--- src/rtl/core/rlm_pkg.sv ---
// ----------------------------------------------------------------------------
// rlm_pkg
// Types, codes and sizes shared by the recursive lock manager.
// ----------------------------------------------------------------------------
package rlm_pkg;

    localparam int LOCK_ENTRIES = 16;
    localparam int WAITER_DEPTH = 8;
    localparam int EIDX_W = (LOCK_ENTRIES > 1) ? $clog2(LOCK_ENTRIES) : 1;
    localparam int WPOS_W = (WAITER_DEPTH > 1) ? $clog2(WAITER_DEPTH) : 1;
    localparam int WCNT_W = $clog2(WAITER_DEPTH + 1);
    localparam int SLOTS  = LOCK_ENTRIES * WAITER_DEPTH;
    localparam int SLOT_W = (SLOTS > 1) ? $clog2(SLOTS) : 1;

    localparam logic [31:0] MAX_COUNT  = 32'h7fff_ffff;
    localparam logic [31:0] FREE_COUNT = 32'hffff_ffff;
    localparam logic [30:0] MAX_DEPTH  = 31'h7fff_ffff;

    typedef enum logic [2:0] {
        OP_INIT     = 3'd0,
        OP_ENTER    = 3'd1,
        OP_COMPLETE = 3'd2,
        OP_LEAVE    = 3'd3,
        OP_STOP     = 3'd4
    } op_t;

    typedef enum logic [4:0] {
        ST_ACQUIRED      = 5'd0,
        ST_RECURSED      = 5'd1,
        ST_QUEUED        = 5'd2,
        ST_COMPLETED     = 5'd3,
        ST_REL_HELD      = 5'd4,
        ST_REL_FREE      = 5'd5,
        ST_REL_HANDOFF   = 5'd6,
        ST_INITIALIZED   = 5'd7,
        ST_STOPPED       = 5'd8,
        ST_MISALIGNED    = 5'd9,
        ST_NULL_THREAD   = 5'd10,
        ST_IS_STOPPED    = 5'd11,
        ST_INIT_ACTIVE   = 5'd12,
        ST_OVERFLOW      = 5'd13,
        ST_FIFO_FULL     = 5'd14,
        ST_NOT_OWNER     = 5'd15,
        ST_NOT_SELECTED  = 5'd16,
        ST_UNKNOWN       = 5'd17
    } status_t;

    typedef struct packed {
        logic [2:0]  opcode;
        logic [31:0] lock_address;
        logic [31:0] thread_id;
    } req_t;

    typedef struct packed {
        logic [4:0]  status;
        logic        woken_valid;
        logic [31:0] woken_thread;
    } rsp_t;

    // Per-entry lock record
    typedef struct packed {
        logic [29:0]       tag;
        logic [31:0]       count;
        logic [30:0]       depth;
        logic [31:0]       owner;
        logic              selected;
        logic [WPOS_W-1:0] head;
        logic [WCNT_W-1:0] fill;
    } entry_t;

    // Table lookup result passed to the operation logic
    typedef struct packed {
        logic              hit;
        logic [EIDX_W-1:0] hit_idx;
        logic              has_free;
        logic [EIDX_W-1:0] free_idx;
    } lookup_t;

    // Update command from the operation logic to the table
    typedef struct packed {
        logic              wr_entry;
        logic              set_valid;
        logic [EIDX_W-1:0] idx;
        entry_t            data;
        logic              wr_waiter;
        logic              set_head;
        logic              adv_head;
        logic [SLOT_W-1:0] slot;
        logic [31:0]       waiter;
        logic              set_stop;
    } update_t;

endpackage

--- src/rtl/core/rlm_ctrl.sv ---
// ----------------------------------------------------------------------------
// rlm_ctrl
// Operation logic: checks, entry update and result for one transfer.
// ----------------------------------------------------------------------------
module rlm_ctrl (
    input  rlm_pkg::req_t              req,
    input  logic                       go,
    input  rlm_pkg::lookup_t           lkp,
    input  rlm_pkg::entry_t            ent,
    input  logic [31:0]                head_waiter,
    input  logic                       stopping,
    output logic [rlm_pkg::SLOT_W-1:0] rd_slot,
    output rlm_pkg::update_t           upd,
    output rlm_pkg::rsp_t              rsp
);
    import rlm_pkg::*;

    logic [29:0]       tag;
    logic [WPOS_W-1:0] tail_pos;
    logic [WPOS_W-1:0] head_inc;

    assign tag = req.lock_address[31:2];

    // Slot addresses, wrapping at the waiter depth
    always_comb
    begin
        tail_pos = WPOS_W'((32'(ent.head) + 32'(ent.fill)) % WAITER_DEPTH);
        head_inc = WPOS_W'((32'(ent.head) + 32'd1) % WAITER_DEPTH);
    end

    // Slot of the waiter that becomes head once the current head completes
    assign rd_slot = SLOT_W'(32'(lkp.hit_idx) * WAITER_DEPTH + 32'(head_inc));

    // Decode operation
    always_comb
    begin
        upd        = '0;
        upd.idx    = lkp.hit_idx;
        upd.data   = ent;
        upd.waiter = req.thread_id;
        upd.slot   = SLOT_W'(32'(lkp.hit_idx) * WAITER_DEPTH + 32'(tail_pos));
        rsp        = '0;
        rsp.status = ST_UNKNOWN;
        priority if (req.opcode > OP_STOP)
            rsp.status = ST_UNKNOWN;
        else if (req.opcode == OP_STOP)
        begin
            upd.set_stop = go;
            rsp.status   = ST_STOPPED;
        end
        else if (stopping)
            rsp.status = ST_IS_STOPPED;
        else if (req.lock_address[1:0] != 2'b00)
            rsp.status = ST_MISALIGNED;
        else if (req.opcode != OP_INIT && req.thread_id == '0)
            rsp.status = ST_NULL_THREAD;
        else if (req.opcode == OP_INIT)
        begin
            if (lkp.hit && (ent.owner != '0 || ent.depth != '0 || ent.fill != '0
                            || ent.selected))
                rsp.status = ST_INIT_ACTIVE;
            else if (!lkp.hit && !lkp.has_free)
                rsp.status = ST_UNKNOWN;
            else
            begin
                upd.wr_entry  = go;
                upd.set_valid = 1'b1;
                upd.idx       = lkp.hit ? lkp.hit_idx : lkp.free_idx;
                upd.data      = '{tag: tag, count: FREE_COUNT, depth: '0, owner: '0,
                                  selected: 1'b0, head: '0, fill: '0};
                rsp.status    = ST_INITIALIZED;
            end
        end
        else if (!lkp.hit)
            rsp.status = ST_UNKNOWN;
        else if (req.opcode == OP_ENTER)
        begin
            if (ent.owner == req.thread_id)
            begin
                if (ent.depth == MAX_DEPTH || ent.count == MAX_COUNT)
                    rsp.status = ST_OVERFLOW;
                else
                begin
                    upd.wr_entry   = go;
                    upd.data.count = ent.count + 32'd1;
                    upd.data.depth = ent.depth + 31'd1;
                    rsp.status     = ST_RECURSED;
                end
            end
            else if (ent.owner == '0 && ent.count == FREE_COUNT)
            begin
                upd.wr_entry   = go;
                upd.data.count = '0;
                upd.data.depth = 31'd1;
                upd.data.owner = req.thread_id;
                rsp.status     = ST_ACQUIRED;
            end
            else if (ent.count == MAX_COUNT)
                rsp.status = ST_OVERFLOW;
            else if (32'(ent.fill) >= WAITER_DEPTH)
                rsp.status = ST_FIFO_FULL;
            else
            begin
                upd.wr_entry   = go;
                upd.wr_waiter  = go;
                upd.set_head   = (ent.fill == '0);
                upd.data.fill  = ent.fill + WCNT_W'(1);
                upd.data.count = ent.count + 32'd1;
                rsp.status     = ST_QUEUED;
            end
        end
        else if (req.opcode == OP_COMPLETE)
        begin
            if (!ent.selected || ent.fill == '0 || head_waiter != req.thread_id
                || ent.owner != '0 || ent.depth != '0)
                rsp.status = ST_NOT_SELECTED;
            else
            begin
                upd.wr_entry      = go;
                upd.adv_head      = go;
                upd.data.depth    = 31'd1;
                upd.data.owner    = req.thread_id;
                upd.data.selected = 1'b0;
                upd.data.head     = head_inc;
                upd.data.fill     = ent.fill - WCNT_W'(1);
                rsp.status        = ST_COMPLETED;
            end
        end
        else
        begin
            if (ent.owner != req.thread_id || ent.depth == '0)
                rsp.status = ST_NOT_OWNER;
            else if (ent.depth > 31'd1)
            begin
                upd.wr_entry   = go;
                upd.data.count = ent.count - 32'd1;
                upd.data.depth = ent.depth - 31'd1;
                rsp.status     = ST_REL_HELD;
            end
            else if (ent.fill != '0 && ent.selected)
                rsp.status = ST_NOT_SELECTED;
            else
            begin
                upd.wr_entry   = go;
                upd.data.depth = '0;
                upd.data.owner = '0;
                upd.data.count = ent.count - 32'd1;
                if (ent.fill != '0)
                begin
                    upd.data.selected = 1'b1;
                    rsp.woken_valid   = 1'b1;
                    rsp.woken_thread  = head_waiter;
                    rsp.status        = ST_REL_HANDOFF;
                end
                else
                    rsp.status = ST_REL_FREE;
            end
        end
    end

endmodule

--- config.mk ---
export PLATFORM = sky130hd
export DESIGN_NAME = rlm_ctrl
export DESIGN_NICKNAME = d
export VERILOG_FILES = /design/src/rtl/core/rlm_pkg.sv /design/src/rtl/core/rlm_ctrl.sv
export SDC_FILE = /design/constraint.sdc
export NUM_CORES = 1
export LEC_CHECK = 0
export ABC_CLOCK_PERIOD_IN_PS = 7700
export BUFFER_PORTS_ARGS = -buffer_cell sky130_fd_sc_hd__buf_2
export CAP_MARGIN = 0
export CORE_AREA = 10 10 174 176
export DETAILED_ROUTE_END_ITERATION = 16
export DIE_AREA = 0 0 184 186
export GPL_TIMING_DRIVEN = 0
export PLACE_DENSITY_LB_ADDON = 0.2
export SETUP_SLACK_MARGIN = 0.4
export SYNTH_ARGS = -nofsm -noshare
export SYNTH_HDL_FRONTEND = slang
export SYNTH_SLANG_ARGS = --single-unit
--- constraint.sdc ---
create_clock -name vclk -period 7.7
set_input_delay 1.54 -clock vclk [all_inputs]
set_output_delay 1.54 -clock vclk [all_outputs]
set_load 0.05 [all_outputs]
After elaboration in Yosys (flattened, before gate mapping)
Cells that the tools add are included.

Add/sub/neg operators: 10. Eq/ne operators: 9. Order comparisons: 3. Reduce and logical (&&, ||, !) cells: 27. Mux-type cells: 98.

Operators with widths (count): 2-to-1 mux 96 bit (13); 2-to-1 mux 142 bit (5); 2-to-1 mux 33 bit (14); 2-to-1 mux 139 bit (2); 2-to-1 mux 63 bit (4); 2-to-1 mux 32 bit (5); 2-to-1 mux 106 bit (1); 2-to-1 mux 103 bit (1); 2-to-1 mux 95 bit (1); 2-to-1 mux 5 bit (18); 2-to-1 mux 71 bit (1); logical NOT 32 bit (2); 2-to-1 mux 64 bit (1); inequality test 32 bit (2); 2-to-1 mux 35 bit (1); adder 32 x 1 -> 32 bit (second input constant) (1); == test 32 x 31 -> 1 bit (second input constant) (1); == test 32 bit (1); == test 32 bit (second input constant) (1); nonzero test 32 bit (1); subtractor 32 x 1 -> 32 bit (second input constant) (1); adder 31 x 1 -> 31 bit (second input constant) (1); == test 31 bit (second input constant) (1); > comparator 31 x 1 -> 1 bit (second input constant) (1); 27 further kinds (67).

Input port bits: 244. Register bits after elaboration: 0. Logic and storage cells: 147. Output and inout bits: 227.

Longest topological paths before layout
Gate-level depths: netlist (run 1).

Depth after elaboration: 25. Depth in mapped cells: 14.

Worst setup path after synthesis (run 1)
Ideal clock, no wire load.

Kind: input port to output port. From: input ent[51] in the netlist's numbering. To: output upd[113] in the netlist's numbering. Slack: 0.873 ns. Arrival time: 5.287 ns. Stages on the path: 12. Path through: buf_2 > or4_4 > or4_1 > buf_4 > nor4_4 > nor2_2 > and3_1 > buf_6 > o31ai_4 > buf_4 > nor4b_1 > a221oi_1.

RTL lines: start: declaration (line rlm_ctrl.sv:9) `input rlm_pkg::entry_t ent,`; end: declaration (line rlm_ctrl.sv:13) `output rlm_pkg::update_t upd,`.

==> results of run 1 <==
-- worst paths after layout --
check | start | end | slack (ps) | cells after the start
hold / removal | ent[4] | rd_slot[0] | 3470 | 3
setup / recovery | ent[54] | upd[82] | 520 | 11
-- power breakdown --
group	internal [uW]	total (uW)	switching, uW
registers	0	0	0
clock network	0.0000869	0.0000870	0
logic	182	645	463
total	182	645	463
-- layout by cell type, fill, tap and decap left out, types with 8 or more instances in the layout --
| cell type | Yosys | layout |
|---|---|---|
| a21oi_1 | 76 | 76 |
| nor3_1 | 68 | 65 |
| nor4_1 | 42 | 38 |
| o22ai_1 | 10 | 10 |
| nand4_1 | 40 | 40 |
| a22o_1 | 35 | 35 |
| or3_1 | 16 | 16 |
| o211ai_1 | 12 | 12 |
| or4_1 | 13 | 13 |
| nand3_1 | 53 | 52 |
| xnor2_1 | 69 | 69 |
| nor2_1 | 106 | 104 |
| a21o_1 | 10 | 10 |
| buf_4 | 43 | 43 |
| nand2_1 | 130 | 130 |
| and4_1 | 9 | 9 |
| o21ai_0 | 72 | 71 |
| a31oi_1 | 29 | 29 |
| and3_1 | 27 | 27 |
| a221oi_1 | 8 | 8 |
| ha_1 | 10 | 10 |
| a211oi_1 | 8 | 8 |
| mux2_2 | 38 | 38 |
| and2_1 | 46 | 46 |
| clkbuf_1 | 72 | 66 |
| buf_2 | 9 | 455 |
| inv_1 | 22 | 22 |
| o31ai_1 | 11 | 11 |
-- stage by stage --
stage / hold slack (ps) / utilization, % / setup slack [ps] / setup TNS (ps) / power [uW]
after floorplan: 3250 / - / 873 / 0 / 397
after global placement: 3460 / 37.8 / -76.8 / -76.8 / 632
after detailed placement: 3470 / 37.8 / 165 / 0 / 633
after CTS: 3460 / 37.8 / 335 / 0 / 635
after global routing: 3480 / 38.2 / 333 / 0 / 674
final: 3470 / 38.2 / 520 / 0 / 645
-- area by class of cell --
cell class | instances | area share (%)
diodes | 5 | 0.122
plain buffers | 132 | 6.94
inverters | 22 | 0.808
multi-input cells | 1062 | 66.1
well taps | 341 | 4.18
repair buffers | 446 | 21.8
-- critical path, stage by stage --
cell      delay (ps)
clkbuf_1         200
or4_1            590
nor4_2           460
and4_1           450
nand4_1          290
nor2_4           400
a41oi_1          110
nor2_2           490
clkbuf_1         430
a22o_1           350
buf_2            320
-- cells by family (layout without fill, tap and decap cells) --
logic type,after synthesis,after routing,synth area share [%]
AOI/OAI and AO/OA,343,343,31.1
muxes,42,42,6.29
buffers and inverters,154,600,10.4
xor gates and xnor gates,74,74,8.71
other,0,5,0
and+or+nand+nor,592,592,41.6
adders and majority gates,11,11,1.95
-- routing by layer --
metal	track usage [%]	up-vias
met5	0	-
met4	7.57	6
met3	8.23	126
met2	51.3	954
met1	40.1	5777
li1	-	5469
==> impl_metrics.yaml, run 1 <==
floorplanning:
  ios: 471
  die_x_microns: 184
  core_sq_mm: 0.0267
  initial_core_util_pct: 27.8
  fp-row-count: 60
  die_h_microns: 186
  die-area_sq_mm: 0.0342
synthesis:
  syn_inst: 1216
  synth_area_leaders: "xnor2_1, nand2_1, mux2_2, nor2_1, a21oi_1"
  ys_seq_area_share_pct: 0
  yosysTopAreaCell: "xnor2_1"
  syn-cell-area_sq_mm: 0.00744
  yosysMostFrequentCell: "nand2_1"
  synth_common_cells: "nand2_1, nor2_1, a21oi_1"
  syn_nets: 1471
  yosys_warnings: 0
  synthDominantCellAreaShare_pct: 8.12
  avgSynthCellArea_sq_um: 6.12
  ys_types: 76
global_routing:
  grt.total_usage_pct: 31.4
  antenna_found_initial: 10
  grt_pass1_vias: 11700
  grt_overflow: 0
  grt_pass1_wl_mm: 81.9
  grt_max_degree: 11
cells_and_area:
  final_area_sq_mm: 0.0102
  layout.nets: 1919
  finalNonFillerCells: 2008
  seqCellArea_sq_um: 0
  synthToLayoutAreaGrowth_pct: 37.3
  multiInputGateArea_sq_mm: 0.00675
  seq_cells: 0
  nFillCells: 3063
  drive_above_1_share_pct: 35.0
  nClkBuffers: 0
sta:
  rsz0062_at_grt: "yes"
  finalSetupViolations: 0
  report.final.slew_viol_count: 0
  min_period_ps: 7180
  relSlewSlack_pct: 10.8
  period_share_pct: 93.2
  max_freq_mhz: 139
  tightestPinTransition_ps: 1330
  final_hold_viol_count: 0
clock_network:
  cts_setup_buffers: 0
  cts_resized: 3
  ctsHoldBuffers: 0
critical_path:
  critPathArrivalTime_ps: 5640
  critical_path_class: "in -> out"
  crit_path_max_fanout: 10
  cp-start-kind: "input port"
  cp_data_required_time_ps: 6160
  endpoint_kind: "primary output"
route:
  finalWirelength_mm: 57.4
  wl_met1_mm: 22.3
  vias: 12300
  met3WireLength_mm: 7.23
  wl_met2_mm: 26.2
  routed.top_layer: "met5"
  drtAntennaViolNets: 0
  vias_per_cell: 6.14
  wire_per_inst_microns: 28.6
  drt_pass1_iterations: 6
  drc_errors: 0
  drt_iter0_markers: 1744
place:
  place_congestion: 1.00
  placed_cells: 2003
  placed_cell_area_sq_mm: 0.0101
  dp_hpwl_mm: 47.9
  io_buffers: 446
pwr:
  irDropWorstVdd_uv: 43.7
  p_leak_uw: 0.00426
  power_density_mw_per_mm2: 63.1
outcome:
  status: "finished clean"
min_path:
  hold_class: "in -> out"
run:
  cap_violations: 0
Power figures use the tool's default switching activity.
==> run 2, diff against run 1 <==
--- a/config.mk
+++ b/config.mk
@@ -12,6 +12,7 @@
 export DETAILED_ROUTE_END_ITERATION = 16
 export DIE_AREA = 0 0 184 186
 export GPL_TIMING_DRIVEN = 0
+export MAX_ROUTING_LAYER = met4
 export PLACE_DENSITY_LB_ADDON = 0.2
 export SETUP_SLACK_MARGIN = 0.4
 export SYNTH_ARGS = -nofsm -noshare
==> impl_metrics.yaml, run 2 (synthesized netlist as in run 1, its figures left out) <==
pwr:
  power_density_mw_per_mm2: 63.3
  irDropWorstVdd_uv: 49.8
  p_int_uw: 181
  finalPower_uw: 646
  p_leak_uw: 0.00426
  swShare_pct: 71.9
  p_clk_share_pct: 0
  pwr-share-seq_pct: 0
  p_switching_uw: 465
  share_comb_of_total_power_pct: 100.0
sta:
  final_hold_viol_count: 0
  finalSetupViolations: 0
  report.final.slew_viol_count: 0
  rsz0062_at_grt: "yes"
  relSlewSlack_pct: 12.0
  max_freq_mhz: 138
  period_share_pct: 94.2
  tightestPinTransition_ps: 1310
  setup_tns_ps: 0
  min_period_ps: 7250
min_path:
  hold_class: "in -> out"
cells_and_area:
  synthToLayoutAreaGrowth_pct: 37.1
  drive_above_1_share_pct: 34.7
  seq_cells: 0
  nFillCells: 3105
  final_cell_mix: "buf_2, nand2_1, nor2_1"
  layout.nets: 1922
  final_common_cell: "buf_2"
  final_util_pct: 38.2
  nClkBuffers: 0
  seqCellArea_sq_um: 0
route:
  drtAntennaViolNets: 0
  vias_per_cell: 6.16
  wl_met2_mm: 26.9
  wl_met1_mm: 24.3
  finalWirelength_mm: 58.4
  drt_iter0_markers: 1774
  wire_per_inst_microns: 29.1
  drt_pass1_iterations: 5
  routed.top_layer: "met4"
  drc_errors: 0
  vias: 12400
  met3WireLength_mm: 5.85
floorplanning:
  fp-row-count: 60
  core_sq_mm: 0.0267
  die_x_microns: 184
  die_h_microns: 186
  die-area_sq_mm: 0.0342
  ios: 471
  initial_core_util_pct: 27.8
clock_network:
  ctsHoldBuffers: 0
global_routing:
  grt_max_degree: 11
  grt_overflow: 0
  antenna_found_initial: 6
  grt_pass1_vias: 11800
  grt_pass1_wl_mm: 82.6
  grt.total_usage_pct: 32.7
critical_path:
  cp-start-kind: "input port"
  critPathArrivalTime_ps: 5710
  startpoint: "req[6]"
  critical_path_class: "in -> out"
  crit_path_max_fanout: 10
  setup.worst_path.end: "upd[138]"
  cp_data_required_time_ps: 6160
  endpoint_kind: "primary output"
place:
  io_buffers: 446
  dp_hpwl_mm: 48.7
  place_congestion: 0.983
run:
  cap_violations: 0
outcome:
  status: "finished clean"
==> run 2: stage by stage <==
stage                     hold WS [ps]  std cells  area, sq um  setup slack (ps)
final                             3470       2009        10200               446
after floorplan                   3250       1216         7440               873
after CTS                         3470       2003        10100               387
after detailed placement          3470       2003        10100               204
after global placement            3470       2003        10100             -19.8
after global routing              3480       2009        10200               384
==> run 2: critical path, stage by stage <==
cell and delay [ps]:
buf_2 150, nor4_1 510, nand4_1 180, nor3_1 710, nor2_1 410, nand2_1 520
clkbuf_1 680, o21ai_0 240, a221oi_1 300, o21ai_0 210, buf_2 260
==> run 2: layout make-up <==
type	count	area [sq um]	area share [%]
diodes	3	7.51	0.0736
plain buffers	132	694	6.81
inverters	22	82.6	0.809
multi-input cells	1062	6740	66.0
well taps	341	427	4.18
repair buffers	449	2250	22.1
==> run 2: layer usage <==
| metal | vias to the layer above | GRT usage (%) |
|---|---|---|
| met5 | - | - |
| met4 | 0 | 7.47 |
| met3 | 100 | 5.56 |
| met2 | 904 | 52.0 |
| met1 | 5901 | 42.4 |
| li1 | 5461 | - |
==> run 2: how the worst min path moves through the flow <==
stage | from | to | slack, ps | depth (start not counted)
2_1_floorplan | lkp[5] | rd_slot[3] | 3250 | 1
3_3_place_gp | ent[4] | rd_slot[0] | 3470 | 3
3_5_place_dp | ent[4] | rd_slot[0] | 3470 | 3
4_1_cts | ent[4] | rd_slot[0] | 3470 | 3
5_1_grt | ent[4] | rd_slot[0] | 3480 | 3
6_report | ent[4] | rd_slot[0] | 3470 | 3
==> run 2: power groups by stage <==
| stage | logic, uW | registers, uW | clock network, uW |
|---|---|---|---|
| finish | 646 | 0 | 0.0000523 |
| global route | 674 | 0 | 0.0000523 |
| CTS | 638 | 0 | 0 |
| detailed placement | 635 | 0 | 0 |
| global placement | 634 | 0 | 0 |
| floorplan | 397 | 0 | 0 |
==> run 2: repair_timing <==
| item | 4_1_cts | 5_1_grt |
|---|---|---|
| endpoints found under the hold margin | 0 | 0 |
| setup buffers | 0 | 3 |
| pin swaps | 0 | 1 |
| resized for setup | 4 | 13 |
| endpoints found under the setup margin | 10 | 63 |
==> run 3, diff against run 2 <==
--- a/config.mk
+++ b/config.mk
@@ -5,7 +5,7 @@
 export SDC_FILE = /design/constraint.sdc
 export NUM_CORES = 1
 export LEC_CHECK = 0
-export ABC_CLOCK_PERIOD_IN_PS = 7700
+export ABC_CLOCK_PERIOD_IN_PS = 9170
 export BUFFER_PORTS_ARGS = -buffer_cell sky130_fd_sc_hd__buf_2
 export CAP_MARGIN = 0
 export CORE_AREA = 10 10 174 176
==> constraint.sdc (replaced) <==
create_clock -name vclk -period 9.17
set_input_delay 1.834 -clock vclk [all_inputs]
set_output_delay 1.834 -clock vclk [all_outputs]
set_load 0.05 [all_outputs]
==> impl_metrics.yaml, run 3 (synthesized netlist as in run 1, its figures left out) <==
critical_path:
  crit_path_max_incr_delay_ps: 580
  critical_path_class: "in -> out"
  cp-start-kind: "input port"
  cpLargestDelayFamily: "buffers and inverters"
  endpoint_kind: "primary output"
  slowest_stage: "clkbuf_1"
  path_cells: "buf_2 > xnor2_1 > nand4_1 > nor4_1 > and2_1 > clkbuf_1 > buf_1 > nand3_1 > nor2_1 > clkbuf_1 > a31oi_1 > a221oi_1 > buf_2"
  crit_path_max_fanout: 10
  crit_cells: 13
  cp_data_required_time_ps: 7340
  critPathArrivalTime_ps: 6540
  crit_buf_inv: 5
sta:
  finalSetupViolations: 0
  report.final.slew_viol_count: 0
  period_share_pct: 91.3
  max_freq_mhz: 119
  final_hold_viol_count: 0
  min_period_ps: 8370
  rsz0062_at_grt: "no"
  holdWs_ps: 4060
  setup_tns_ps: 0
  relSlewSlack_pct: 7.40
  tightestPinTransition_ps: 1380
pwr:
  power_density_mw_per_mm2: 53.6
  p_leak_uw: 0.00422
  irDropWorstVdd_uv: 41.6
route:
  finalWirelength_mm: 58.4
  vias_per_cell: 6.12
  drt_pass1_iterations: 6
  drtAntennaViolNets: 0
  drc_errors: 0
  wire_per_inst_microns: 29.1
  vias: 12300
  drt_iter0_markers: 1758
cells_and_area:
  layout.nets: 1919
  seq_cells: 0
  final_cell_mix: "buf_2, nand2_1, nor2_1"
  final_common_cell: "buf_2"
  nClkBuffers: 0
  seqCellArea_sq_um: 0
  synthToLayoutAreaGrowth_pct: 35.9
  drive_above_1_share_pct: 34.1
floorplanning:
  die_h_microns: 186
  die-area_sq_mm: 0.0342
  initial_core_util_pct: 27.8
  ios: 471
  core_sq_mm: 0.0267
  die_x_microns: 184
  fp-row-count: 60
clock_network:
  cts_resized: 0
  cts_setup_buffers: 0
  ctsHoldBuffers: 0
global_routing:
  grt.total_usage_pct: 32.8
  grt_pass1_vias: 11800
  grt_max_degree: 11
  antenna_found_initial: 7
  grt_overflow: 0
  grt_pass1_wl_mm: 82.6
min_path:
  hold_class: "in -> out"
  whs_path_depth: 3
place:
  io_buffers: 446
  place_congestion: 0.983
  dp_hpwl_mm: 48.7
outcome:
  status: "finished clean"
run:
  cap_violations: 0
-- run 3: final cells by class --
cell class	count	area, sq um
Antenna cell	3	7.51
Buffer	132	691
Fill cell	3111	16600
Inverter	22	82.6
Multi-Input combinational cell	1062	6670
Tap cell	341	427
Timing Repair Buffer	446	2230
-- run 3: layer usage --
| layer | track usage, % | wire (microns) | part of all wire (%) |
|---|---|---|---|
| met4 | 7.37 | 1460 | 2.5 |
| met1 | 42.6 | 24600 | 42 |
| met3 | 5.44 | 5710 | 9.8 |
| met2 | 52.1 | 26700 | 46 |
| met5 | - | 0 | 0 |
-- run 3: power by group --
| part | internal (uW) | switching (uW) |
|---|---|---|
| combinational | 152 | 390 |
| sequential | 0 | 0 |
| clock | 0.0000439 | 0 |
-- run 3: tightest hold or removal path: cells and delay by family --
kind | cells | cell delay, ps
buf+inv | 3 | 390
-- run 3: path summary, 6_finish.rpt --
check             slack, ps    endpoint  startpoint
setup / recovery        800    upd[113]     req[21]
hold / removal         4060  rd_slot[0]      ent[4]
-- run 3: metrics by stage --
stage / instances / area, sq um / total power, uW / util (%) / setup WS (ps)
after floorplan: 1216 / 7440 / 333 / - / 1760
after global placement: 2003 / 10100 / 533 / 37.8 / 862
after detailed placement: 2003 / 10100 / 533 / 37.8 / 1090
after CTS: 2003 / 10100 / 535 / 37.8 / 1050
after global routing: 2006 / 10100 / 565 / 37.8 / 705
final: 2006 / 10100 / 542 / 37.8 / 795
